### config.mk
export PLATFORM = sky130hd
export DESIGN_NAME = omni_drive_ramped_mixer_unit
export DESIGN_NICKNAME = d
export VERILOG_FILES = /design/src/design/odrm_pkg.sv /design/src/design/omni_drive_ramped_mixer_unit.sv /design/src/design/odrm_ctrl.sv /design/src/design/odrm_datapath.sv
export SDC_FILE = /design/constraint.sdc
export NUM_CORES = 1
export LEC_CHECK = 0
export BUFFER_PORTS_ARGS = -buffer_cell sky130_fd_sc_hd__buf_2
export CAP_MARGIN = 10
export CORE_UTILIZATION = 61
export CTS_CLUSTER_SIZE = 20
export DETAILED_ROUTE_END_ITERATION = 16
export GPL_TIMING_DRIVEN = 0
export PLACE_DENSITY_LB_ADDON = 0.12
export SETUP_SLACK_MARGIN = 0.15
export SYNTH_ARGS = -nofsm -noshare
export SYNTH_HDL_FRONTEND = slang
export SYNTH_HIERARCHICAL = 1
export SYNTH_SLANG_ARGS = --single-unit
export TNS_END_PERCENT = 5
### constraint.sdc
create_clock -name clk_i -period 6.3 [get_ports clk_i]
set_input_delay 1.26 -clock clk_i [delete_from_list [all_inputs] [get_ports clk_i]]
set_output_delay 1.26 -clock clk_i [all_outputs]
set_load 0.1 [all_outputs]
### src/design/odrm_pkg.sv
`default_nettype none
package odrm_pkg;

  // configuration register indexes
  localparam int unsigned CfgIdxW = 3;
  localparam int unsigned CfgDataW = 8;
  localparam logic [CfgIdxW-1:0] CFG_DEFAULT_DIV = 3'd0;
  localparam logic [CfgIdxW-1:0] CFG_TURBO_DIV   = 3'd1;
  localparam logic [CfgIdxW-1:0] CFG_KID_DIV     = 3'd2;
  localparam logic [CfgIdxW-1:0] CFG_MAX_TURN    = 3'd3;
  localparam logic [CfgIdxW-1:0] CFG_TRIM        = 3'd4;

  // register reset values
  localparam logic [3:0] RST_DEFAULT_DIV = 4'd2;
  localparam logic [3:0] RST_TURBO_DIV   = 4'd1;
  localparam logic [3:0] RST_KID_DIV     = 4'd4;
  localparam logic [6:0] RST_MAX_TURN    = 7'd45;
  localparam logic [7:0] RST_TRIM        = 8'd0;

  // fixed command constants
  localparam logic [6:0] DRIVE_SPAN = 7'd90;
  localparam logic [7:0] NEUTRAL    = 8'd90;
  localparam logic [7:0] CMD_MIN    = 8'd5;
  localparam logic [7:0] CMD_MAX    = 8'd175;

  // axis and wheel codes
  localparam logic [1:0] AXIS_FWD  = 2'd0;
  localparam logic [1:0] AXIS_SIDE = 2'd1;
  localparam logic [1:0] AXIS_ROT  = 2'd2;
  localparam logic [1:0] WHEEL_A   = 2'd0;
  localparam logic [1:0] WHEEL_B   = 2'd1;
  localparam logic [1:0] WHEEL_C   = 2'd2;
  localparam logic [1:0] WHEEL_D   = 2'd3;

  typedef enum logic [1:0] {
    SEL_DEFAULT = 2'd0,
    SEL_TURBO   = 2'd1,
    SEL_KID     = 2'd2
  } div_sel_e;

  typedef enum logic [2:0] {
    ST_IDLE,
    ST_MUL,
    ST_RAMP,
    ST_MODE,
    ST_WLOAD,
    ST_WSTEP,
    ST_WSTORE,
    ST_FINISH
  } state_e;

  typedef struct packed {
    logic [7:0] stick_fwd;
    logic [7:0] stick_side;
    logic [7:0] stick_rot;
    logic       turbo_held;
    logic       toggle_click;
    logic       stop_now;
  } in_t;

  typedef struct packed {
    logic [7:0] wheel_a;
    logic [7:0] wheel_b;
    logic [7:0] wheel_c;
    logic [7:0] wheel_d;
    logic       kid_active;
  } out_t;

  typedef struct packed {
    logic       load_in;
    logic       mul;
    logic       ramp;
    logic       mode;
    logic       wload;
    logic       wstep;
    logic       wstore;
    logic       publish;
    logic [1:0] axis;
    logic [1:0] wheel;
  } cmd_t;

  typedef struct packed {
    logic stop;
  } status_t;

endpackage
`default_nettype wire

### src/design/omni_drive_ramped_mixer_unit.sv
// sequence: a normal tick runs the per axis multiply and ramp steps, the mode update and
//   four 8-step shared restoring divider passes; a stop tick goes from its first multiply to finish
// throughput: one tick at a time, and finishing waits while the output holds an unaccepted beat;
//   the next beat is taken once the previous result is registered
// reset (rst_ni low, async): ramps zero, drive mode, default divisor, registers at defaults
`default_nettype none
module omni_drive_ramped_mixer_unit (
  input  wire                               clk_i,
  input  wire                               rst_ni,
  // configuration write port
  input  wire                               cfg_we_i,
  input  wire  [odrm_pkg::CfgIdxW-1:0]      cfg_idx_i,
  input  wire  [odrm_pkg::CfgDataW-1:0]     cfg_data_i,
  // stick and button beats
  input  wire                               in_valid_i,
  output logic                              in_ready_o,
  input  odrm_pkg::in_t                     in_data_i,
  // wheel command beats
  output logic                              out_valid_o,
  input  wire                               out_ready_i,
  output odrm_pkg::out_t                    out_data_o
);

  // controller sequences: latch beat, per axis multiply then scale/ramp,
  // mode update, then per wheel load, eight divide steps and store, then publish; stop skips to publish
  odrm_pkg::cmd_t    cmd;
  odrm_pkg::status_t status;

  odrm_ctrl u_ctrl (
    .clk_i       (clk_i),
    .rst_ni      (rst_ni),
    .in_valid_i  (in_valid_i),
    .in_ready_o  (in_ready_o),
    .out_valid_o (out_valid_o),
    .out_ready_i (out_ready_i),
    .status_i    (status),
    .cmd_o       (cmd)
  );

  // datapath holds config, ramps, mode, the shared divider and the output register
  odrm_datapath u_datapath (
    .clk_i      (clk_i),
    .rst_ni     (rst_ni),
    .cfg_we_i   (cfg_we_i),
    .cfg_idx_i  (cfg_idx_i),
    .cfg_data_i (cfg_data_i),
    .in_data_i  (in_data_i),
    .cmd_i      (cmd),
    .status_o   (status),
    .out_data_o (out_data_o)
  );

endmodule
`default_nettype wire

### src/design/odrm_ctrl.sv
`default_nettype none
module odrm_ctrl (
  input  wire                 clk_i,
  input  wire                 rst_ni,
  input  wire                 in_valid_i,
  output logic                in_ready_o,
  output logic                out_valid_o,
  input  wire                 out_ready_i,
  input  odrm_pkg::status_t   status_i,
  output odrm_pkg::cmd_t      cmd_o
);

  odrm_pkg::state_e state_q, state_d;
  logic [1:0] axis_q, axis_d;
  logic [1:0] wheel_q, wheel_d;
  logic [2:0] bit_q, bit_d;
  logic       out_valid_q, out_valid_d;
  logic       out_free;

  assign out_free = ~out_valid_q | out_ready_i;

  // next state
  always_comb begin
    state_d = state_q;
    case (state_q)
      odrm_pkg::ST_IDLE: begin
        if (in_valid_i) state_d = odrm_pkg::ST_MUL;
      end
      odrm_pkg::ST_MUL: begin
        state_d = status_i.stop ? odrm_pkg::ST_FINISH : odrm_pkg::ST_RAMP;
      end
      odrm_pkg::ST_RAMP: begin
        state_d = (axis_q == odrm_pkg::AXIS_ROT) ? odrm_pkg::ST_MODE : odrm_pkg::ST_MUL;
      end
      odrm_pkg::ST_MODE:  state_d = odrm_pkg::ST_WLOAD;
      odrm_pkg::ST_WLOAD: state_d = odrm_pkg::ST_WSTEP;
      odrm_pkg::ST_WSTEP: begin
        if (bit_q == 3'd7) state_d = odrm_pkg::ST_WSTORE;
      end
      odrm_pkg::ST_WSTORE: begin
        state_d = (wheel_q == odrm_pkg::WHEEL_D) ? odrm_pkg::ST_FINISH : odrm_pkg::ST_WLOAD;
      end
      odrm_pkg::ST_FINISH: begin
        if (out_free) state_d = odrm_pkg::ST_IDLE;
      end
      default: state_d = odrm_pkg::ST_IDLE;
    endcase
  end

  // counters
  always_comb begin
    axis_d  = axis_q;
    wheel_d = wheel_q;
    bit_d   = bit_q;
    case (state_q)
      odrm_pkg::ST_IDLE: begin
        axis_d  = odrm_pkg::AXIS_FWD;
        wheel_d = odrm_pkg::WHEEL_A;
      end
      odrm_pkg::ST_RAMP:   axis_d = axis_q + 2'd1;
      odrm_pkg::ST_WLOAD:  bit_d = 3'd0;
      odrm_pkg::ST_WSTEP:  bit_d = bit_q + 3'd1;
      odrm_pkg::ST_WSTORE: wheel_d = wheel_q + 2'd1;
      default: ;
    endcase
  end

  // outputs
  always_comb begin
    cmd_o       = '0;
    cmd_o.axis  = axis_q;
    cmd_o.wheel = wheel_q;
    in_ready_o  = 1'b0;
    case (state_q)
      odrm_pkg::ST_IDLE: begin
        in_ready_o    = 1'b1;
        cmd_o.load_in = in_valid_i;
      end
      odrm_pkg::ST_MUL:    cmd_o.mul = 1'b1;
      odrm_pkg::ST_RAMP:   cmd_o.ramp = 1'b1;
      odrm_pkg::ST_MODE:   cmd_o.mode = 1'b1;
      odrm_pkg::ST_WLOAD:  cmd_o.wload = 1'b1;
      odrm_pkg::ST_WSTEP:  cmd_o.wstep = 1'b1;
      odrm_pkg::ST_WSTORE: cmd_o.wstore = 1'b1;
      odrm_pkg::ST_FINISH: cmd_o.publish = out_free;
      default: ;
    endcase
  end

  assign out_valid_d = cmd_o.publish | (out_valid_q & ~out_ready_i);
  assign out_valid_o = out_valid_q;

  always_ff @(posedge clk_i or negedge rst_ni) begin
    if (!rst_ni) begin
      state_q     <= odrm_pkg::ST_IDLE;
      axis_q      <= '0;
      wheel_q     <= '0;
      bit_q       <= '0;
      out_valid_q <= 1'b0;
    end else begin
      state_q     <= state_d;
      axis_q      <= axis_d;
      wheel_q     <= wheel_d;
      bit_q       <= bit_d;
      out_valid_q <= out_valid_d;
    end
  end

endmodule
`default_nettype wire

### src/design/odrm_datapath.sv
`default_nettype none
module odrm_datapath (
  input  wire                                  clk_i,
  input  wire                                  rst_ni,
  input  wire                                  cfg_we_i,
  input  wire  [odrm_pkg::CfgIdxW-1:0]         cfg_idx_i,
  input  wire  [odrm_pkg::CfgDataW-1:0]        cfg_data_i,
  input  odrm_pkg::in_t                        in_data_i,
  input  odrm_pkg::cmd_t                       cmd_i,
  output odrm_pkg::status_t                    status_o,
  output odrm_pkg::out_t                       out_data_o
);

  // config registers
  logic [3:0] default_div_q, turbo_div_q, kid_div_q;
  logic [6:0] max_turn_q;
  logic [7:0] trim_q;

  // tick state
  logic signed [7:0] ramp_fwd_q, ramp_side_q, ramp_rot_q;
  logic               kid_mode_q;
  odrm_pkg::div_sel_e div_sel_q;

  // work registers
  odrm_pkg::in_t in_q;
  odrm_pkg::out_t out_q;
  logic [15:0] prod_q;
  logic [3:0]  div_q;
  logic [3:0]  rem_q;
  logic [7:0]  quo_q;
  logic        neg_q;
  logic [7:0]  wheel_q [4];

  always_ff @(posedge clk_i or negedge rst_ni) begin
    if (!rst_ni) begin
      default_div_q <= odrm_pkg::RST_DEFAULT_DIV;
      turbo_div_q   <= odrm_pkg::RST_TURBO_DIV;
      kid_div_q     <= odrm_pkg::RST_KID_DIV;
      max_turn_q    <= odrm_pkg::RST_MAX_TURN;
      trim_q        <= odrm_pkg::RST_TRIM;
    end else if (cfg_we_i) begin
      case (cfg_idx_i)
        odrm_pkg::CFG_DEFAULT_DIV: default_div_q <= cfg_data_i[3:0];
        odrm_pkg::CFG_TURBO_DIV:   turbo_div_q   <= cfg_data_i[3:0];
        odrm_pkg::CFG_KID_DIV:     kid_div_q     <= cfg_data_i[3:0];
        odrm_pkg::CFG_MAX_TURN:    max_turn_q    <= cfg_data_i[6:0];
        odrm_pkg::CFG_TRIM:        trim_q        <= cfg_data_i[7:0];
        default: ;
      endcase
    end
  end

  // axis select and scaling: raw * 2 * span, then / 255 by reciprocal
  logic [7:0]         raw;
  logic [6:0]         span;
  logic [15:0]        prod_d;
  logic [16:0]        recip_sum;
  logic signed [8:0]  scaled;
  logic signed [8:0]  span9;
  logic signed [8:0]  quot9;
  logic signed [7:0]  target;
  logic signed [7:0]  ramp_cur;
  logic signed [7:0]  ramp_nxt;

  always_comb begin
    case (cmd_i.axis)
      odrm_pkg::AXIS_FWD:  raw = in_q.stick_fwd;
      odrm_pkg::AXIS_SIDE: raw = in_q.stick_side;
      default:             raw = in_q.stick_rot;
    endcase
    span   = (cmd_i.axis == odrm_pkg::AXIS_ROT) ? max_turn_q : odrm_pkg::DRIVE_SPAN;
    prod_d = {8'd0, raw} * {8'd0, span, 1'b0};
  end

  always_comb begin
    recip_sum = {1'b0, prod_q} + 17'd1 + {9'd0, prod_q[15:8]};
    quot9     = recip_sum[16:8];
    span9     = {2'b00, span};
    scaled    = quot9 - span9;
    if ((scaled > -9'sd8) && (scaled < 9'sd8)) begin
      target = 8'sd0;
    end else begin
      target = scaled[7:0];
    end
    case (cmd_i.axis)
      odrm_pkg::AXIS_FWD:  ramp_cur = ramp_fwd_q;
      odrm_pkg::AXIS_SIDE: ramp_cur = ramp_side_q;
      default:             ramp_cur = ramp_rot_q;
    endcase
    if (ramp_cur < target) begin
      ramp_nxt = ramp_cur + 8'sd1;
    end else if (ramp_cur > target) begin
      ramp_nxt = ramp_cur - 8'sd1;
    end else begin
      ramp_nxt = ramp_cur;
    end
  end

  // mode and divisor select
  logic               kid_mode_d;
  odrm_pkg::div_sel_e div_sel_d;

  always_comb begin
    kid_mode_d = kid_mode_q;
    if (kid_mode_q) begin
      div_sel_d = odrm_pkg::SEL_KID;
    end else begin
      div_sel_d = in_q.turbo_held ? odrm_pkg::SEL_TURBO : odrm_pkg::SEL_DEFAULT;
    end
    if (in_q.toggle_click) begin
      kid_mode_d = ~kid_mode_q;
      div_sel_d  = kid_mode_d ? odrm_pkg::SEL_KID : odrm_pkg::SEL_DEFAULT;
    end
  end

  // wheel mix, magnitude and divisor fetch
  logic signed [9:0] fwd10, side10, rot10, mix;
  logic signed [9:0] mag10;
  logic [3:0]        div_raw;

  always_comb begin
    fwd10  = {{2{ramp_fwd_q[7]}}, ramp_fwd_q};
    side10 = {{2{ramp_side_q[7]}}, ramp_side_q};
    rot10  = {{2{ramp_rot_q[7]}}, ramp_rot_q};
    case (cmd_i.wheel)
      odrm_pkg::WHEEL_A: mix = side10 - rot10;
      odrm_pkg::WHEEL_B: mix = -fwd10 - rot10;
      odrm_pkg::WHEEL_C: mix = -side10 - rot10;
      default:           mix = fwd10 - rot10;
    endcase
    mag10 = mix[9] ? -mix : mix;
    case (div_sel_q)
      odrm_pkg::SEL_KID:   div_raw = kid_div_q;
      odrm_pkg::SEL_TURBO: div_raw = turbo_div_q;
      default:             div_raw = default_div_q;
    endcase
  end

  // restoring divide, one quotient bit per step
  logic [4:0] shifted;
  logic       fits;

  always_comb begin
    shifted = {rem_q, quo_q[7]};
    fits    = shifted >= {1'b0, div_q};
  end

  // sign, offset and clamp
  logic signed [9:0] quo10, quo_signed, trim10, cmd10;
  logic [7:0]        cmd8;

  always_comb begin
    quo10      = {2'b00, quo_q};
    quo_signed = neg_q ? -quo10 : quo10;
    trim10     = {{2{trim_q[7]}}, trim_q};
    cmd10      = quo_signed + trim10 + 10'sd90;
    if (cmd10 < 10'sd5) begin
      cmd8 = odrm_pkg::CMD_MIN;
    end else if (cmd10 > 10'sd175) begin
      cmd8 = odrm_pkg::CMD_MAX;
    end else begin
      cmd8 = cmd10[7:0];
    end
  end

  // state registers
  always_ff @(posedge clk_i or negedge rst_ni) begin
    if (!rst_ni) begin
      ramp_fwd_q  <= '0;
      ramp_side_q <= '0;
      ramp_rot_q  <= '0;
      kid_mode_q  <= 1'b0;
      div_sel_q   <= odrm_pkg::SEL_DEFAULT;
    end else begin
      if (cmd_i.ramp) begin
        case (cmd_i.axis)
          odrm_pkg::AXIS_FWD:  ramp_fwd_q  <= ramp_nxt;
          odrm_pkg::AXIS_SIDE: ramp_side_q <= ramp_nxt;
          default:             ramp_rot_q  <= ramp_nxt;
        endcase
      end
      if (cmd_i.mode) begin
        kid_mode_q <= kid_mode_d;
        div_sel_q  <= div_sel_d;
      end
    end
  end

  // payload registers
  always_ff @(posedge clk_i) begin
    if (cmd_i.load_in) in_q <= in_data_i;
    if (cmd_i.mul) prod_q <= prod_d;
    if (cmd_i.wload) begin
      div_q <= (div_raw == 4'd0) ? 4'd1 : div_raw;
      rem_q <= 4'd0;
      quo_q <= mag10[7:0];
      neg_q <= mix[9];
    end
    if (cmd_i.wstep) begin
      rem_q <= fits ? 4'(shifted - {1'b0, div_q}) : shifted[3:0];
      quo_q <= {quo_q[6:0], fits};
    end
    if (cmd_i.wstore) wheel_q[cmd_i.wheel] <= cmd8;
    if (cmd_i.publish) begin
      if (in_q.stop_now) begin
        out_q.wheel_a <= odrm_pkg::NEUTRAL;
        out_q.wheel_b <= odrm_pkg::NEUTRAL;
        out_q.wheel_c <= odrm_pkg::NEUTRAL;
        out_q.wheel_d <= odrm_pkg::NEUTRAL;
      end else begin
        out_q.wheel_a <= wheel_q[odrm_pkg::WHEEL_A];
        out_q.wheel_b <= wheel_q[odrm_pkg::WHEEL_B];
        out_q.wheel_c <= wheel_q[odrm_pkg::WHEEL_C];
        out_q.wheel_d <= wheel_q[odrm_pkg::WHEEL_D];
      end
      out_q.kid_active <= kid_mode_q;
    end
  end

  assign status_o.stop = in_q.stop_now;
  assign out_data_o    = out_q;

endmodule
`default_nettype wire

==> flow_metrics.tcl <==
set metrics [dict create \
    vias_per_cell 5.75 \
    synthAdderAreaFrac_pct 18.6 \
    cp.arrival_ns 6.24 \
    setup_viol 0 \
    synth_cell_types 76 \
    synth_simple_gate_area_share_pct 15.2 \
    core_mm2 0.0205 \
    cts_sinks 189 \
    die_y_um 148 \
    synth-seq-area-share_pct 41.5 \
    initial_core_util_pct 63.0 \
    grt_pass1_wl_um 44600 \
    io_buffers 77 \
    min_period_ns 5.88 \
    path_clk_slew_ns 0.09 \
    hold_violations 0 \
    clk_latency_ns 0.45 \
    critical_path_class "register to register" \
    min_period_over_period_pct 93.3 \
    drv_cap 0 \
    r2r.worst_path.cells 25 \
    syn_to_final_growth_pct 11.5 \
    synth_area_mm2 0.0129 \
    hpwl_um 21000 \
    tritoncts "built" \
    fmax_ghz 0.170 \
    gp_congestion 0.943 \
    dr.first_iter.drc_count 511 \
    ant_nets 0 \
    synth_seq_cells 189 \
    cts-buffers-inserted 17 \
    mostFrequentLayoutCell "ha_1" \
    hold_class "register to register" \
    required_ns 6.66 \
    worstSetupStartpointType "register" \
    routed_wl_um 27300 \
    synth_fp_nets 1442 \
    wl_per_cell_um 16.9 \
    row_count 52 \
    synth_edf_count 124 \
    htreeDepth 4 \
    antenna_found_initial 1 \
    pin_count 78 \
    dieArea_mm2 0.0218 \
    globalRouteOverflowTotal 0 \
    grt_use_total_pct 26.5 \
    ctsRootBufferMaster "clkbuf_16" \
    max_slew_margin_pct 41.8 \
    holdPathStages 1 \
    die_w_um 148 \
    finalClockSkew_ns 0.0147 \
    drt_pass1_iterations 5 \
    synth_xor_area_share_pct 5.02 \
    synthArstFlopShare_pct 34.4 \
    cts_hold_buf 0 \
    dr_total_vias 9286 \
    synth_compound_area_share_pct 10.2 \
    max_slew.worst_pin.slew_ns 0.866 \
    cp_max_fo 8 \
    rsz0062_at_grt "yes" \
    status "finished, final reports clean" \
    finalSetupTns_ns 0 \
    grt_max_degree 66 \
    drc 0 \
    drv_slew 0 \
    nNetsFinal 1545 \
    syn_inst 1229 \
    mostFrequentLayoutCells "ha_1 (134), edfxtp_1 (124), inv_1 (113)" \
    clockBufferDepth 2 \
    ys.flop_type "edfxtp_1" \
    synth_mux_area_share_pct 5.22 \
    cp-end-kind "register" \
    yosys_warnings 6 \
    syn_area_per_cell_um2 10.5 \
    grt_pass1_vias 9083 \
    synth_top_family_by_area "adder cells" \
    antenna_cells 0 \
    drive_gt1_share_pct 15.6 \
]
[Yosys cell counts, types with 5 or more instances]
master / n / area (um2)
a211oi_1: 9 / 67.6
a21o_1: 12 / 90.1
a21oi_1: 54 / 270
a31oi_1: 5 / 31.3
and2_1: 9 / 56.3
and3_1: 10 / 62.6
and3b_1: 5 / 43.8
buf_2: 5 / 25.0
clkbuf_1: 13 / 48.8
dfrtp_1: 58 / 1450
dfstp_2: 7 / 184
edfxtp_1: 124 / 3720
fa_1: 36 / 721
ha_1: 134 / 1680
inv_1: 113 / 424
mux2_2: 29 / 327
mux2i_1: 28 / 280
nand2_1: 112 / 420
nand2b_1: 25 / 156
nand3_1: 21 / 105
nand3b_1: 5 / 37.5
nand4_1: 8 / 50.1
nor2_1: 73 / 274
nor2b_1: 36 / 225
nor3_1: 22 / 110
nor3b_1: 8 / 60.1
o21a_1: 11 / 82.6
o21ai_0: 54 / 270
o21ai_1: 12 / 60.1
o21bai_1: 5 / 37.5
o31ai_1: 6 / 45.0
or2_2: 26 / 163
or3_1: 6 / 37.5
xnor2_1: 61 / 534
xor2_1: 13 / 114
[layout make-up]
cell class / instances / area [um2]
Multi-Input combinational cell: 900 / 7040
Fill cell: 1543 / 6090
Sequential cell: 189 / 5360
Timing Repair Buffer: 84 / 473
Clock buffer: 17 / 425
Inverter: 113 / 424
Tap cell: 270 / 338
Clock inverter: 15 / 218
Buffer: 27 / 135
[sequential cells by signal, summed over array words and instances, names as in the netlist, 2 cells and up]
name / cells
u_datapath/div_sel_q: 2
u_datapath/rem_q: 4
u_datapath/in_q: 26
u_datapath/div_q: 4
u_ctrl/wheel_q: 2
u_datapath/out_data_o: 33
u_datapath/turbo_div_q: 4
u_ctrl/axis_q: 2
u_ctrl/bit_q: 3
u_datapath/default_div_q: 4
u_datapath/ramp_rot_q: 8
u_datapath/ramp_side_q: 8
u_datapath/quo_q: 8
u_datapath/trim_q: 8
u_datapath/max_turn_q: 7
u_datapath/wheel_q: 32
u_ctrl/state_q: 3
u_datapath/ramp_fwd_q: 8
u_datapath/kid_div_q: 4
u_datapath/prod_q: 15
[routing by layer]
| metal | up-vias | track usage (%) | share of wire (%) |
|---|---|---|---|
| li1 | 4531 | - | - |
| met1 | 4432 | 33.6 | 44 |
| met2 | 255 | 44.7 | 48 |
| met4 | 2 | 11.3 | 3.8 |
| met3 | 66 | 4.51 | 4.5 |
| met5 | - | 0 | 0.029 |
[timing repair]
item | in CTS | in global routing
resized for setup | 1 | 8
pin swaps | 0 | 2
setup endpoints to repair | 7 | 30
buffers inserted | 0 | 4
[kinds of logic (layout without fill, tap and decap cells)]
family | Yosys count | count (layout)
AND/OR/NAND/NOR | 386 | 386
adder cells (fa/ha/maj) | 170 | 170
flip-flops | 189 | 189
XOR/XNOR | 74 | 74
buffers and inverters | 140 | 256
AO/OA/AOI/OAI | 210 | 210
multiplexers | 60 | 60
[final timing paths]
check / from / to / slack (ns)
max in group asynchronous: rst_ni / u_datapath/div_sel_q[0] / 4.81
min: u_datapath/wheel_q[1][3] / u_datapath/out_data_o[20] / 0.51
max: u_datapath/prod_q[9] / u_datapath/ramp_rot_q[3] / 0.42
max reg2reg: u_datapath/prod_q[9] / u_datapath/ramp_rot_q[3] / 0.42
min in group asynchronous: rst_ni / u_datapath/ramp_rot_q[1] / 0.90
min reg2reg: u_datapath/wheel_q[1][3] / u_datapath/out_data_o[20] / 0.51
[per-stage QoR]
stage | instances | util (%) | setup WS, ns | instance area (um2) | hold WS, ns
6_report | 1615 | 70.3 | 0.422 | 14400 | 0.506
5_1_grt | 1615 | 70.3 | 0.0718 | 14400 | 0.517
4_1_cts | 1611 | 70.0 | 0.142 | 14400 | 0.504
3_5_place_dp | 1579 | 66.9 | 0.0792 | 13700 | 0.483
3_3_place_gp | 1576 | 66.6 | 0.115 | 13600 | 0.471
2_1_floorplan | 1229 | - | 0.903 | 12900 | 0.445
[worst max-delay path, cell delays in order (launching register included)]
cell	delay (ns)
edfxtp_1	0.45
ha_1	0.30
a21o_1	0.19
a21o_1	0.17
a211o_1	0.29
a21oi_2	0.23
nand2b_1	0.15
xnor2_1	0.19
ha_1	0.29
nor2b_1	0.13
o21ai_0	0.20
a21oi_1	0.14
o41ai_1	0.35
xor2_1	0.30
or3_1	0.15
a21oi_1	0.08
or3b_1	0.39
ha_1	0.31
o21a_1	0.11
o21ai_0	0.08
a21o_1	0.20
a21oi_4	0.28
buf_4	0.18
mux2_2	0.36
nor2_1	0.14
xnor2_1	0.13
Power is left out: the tool's default activity adds up to more than one toggle a clock period on the data nets, which glitch-free logic cannot reach.
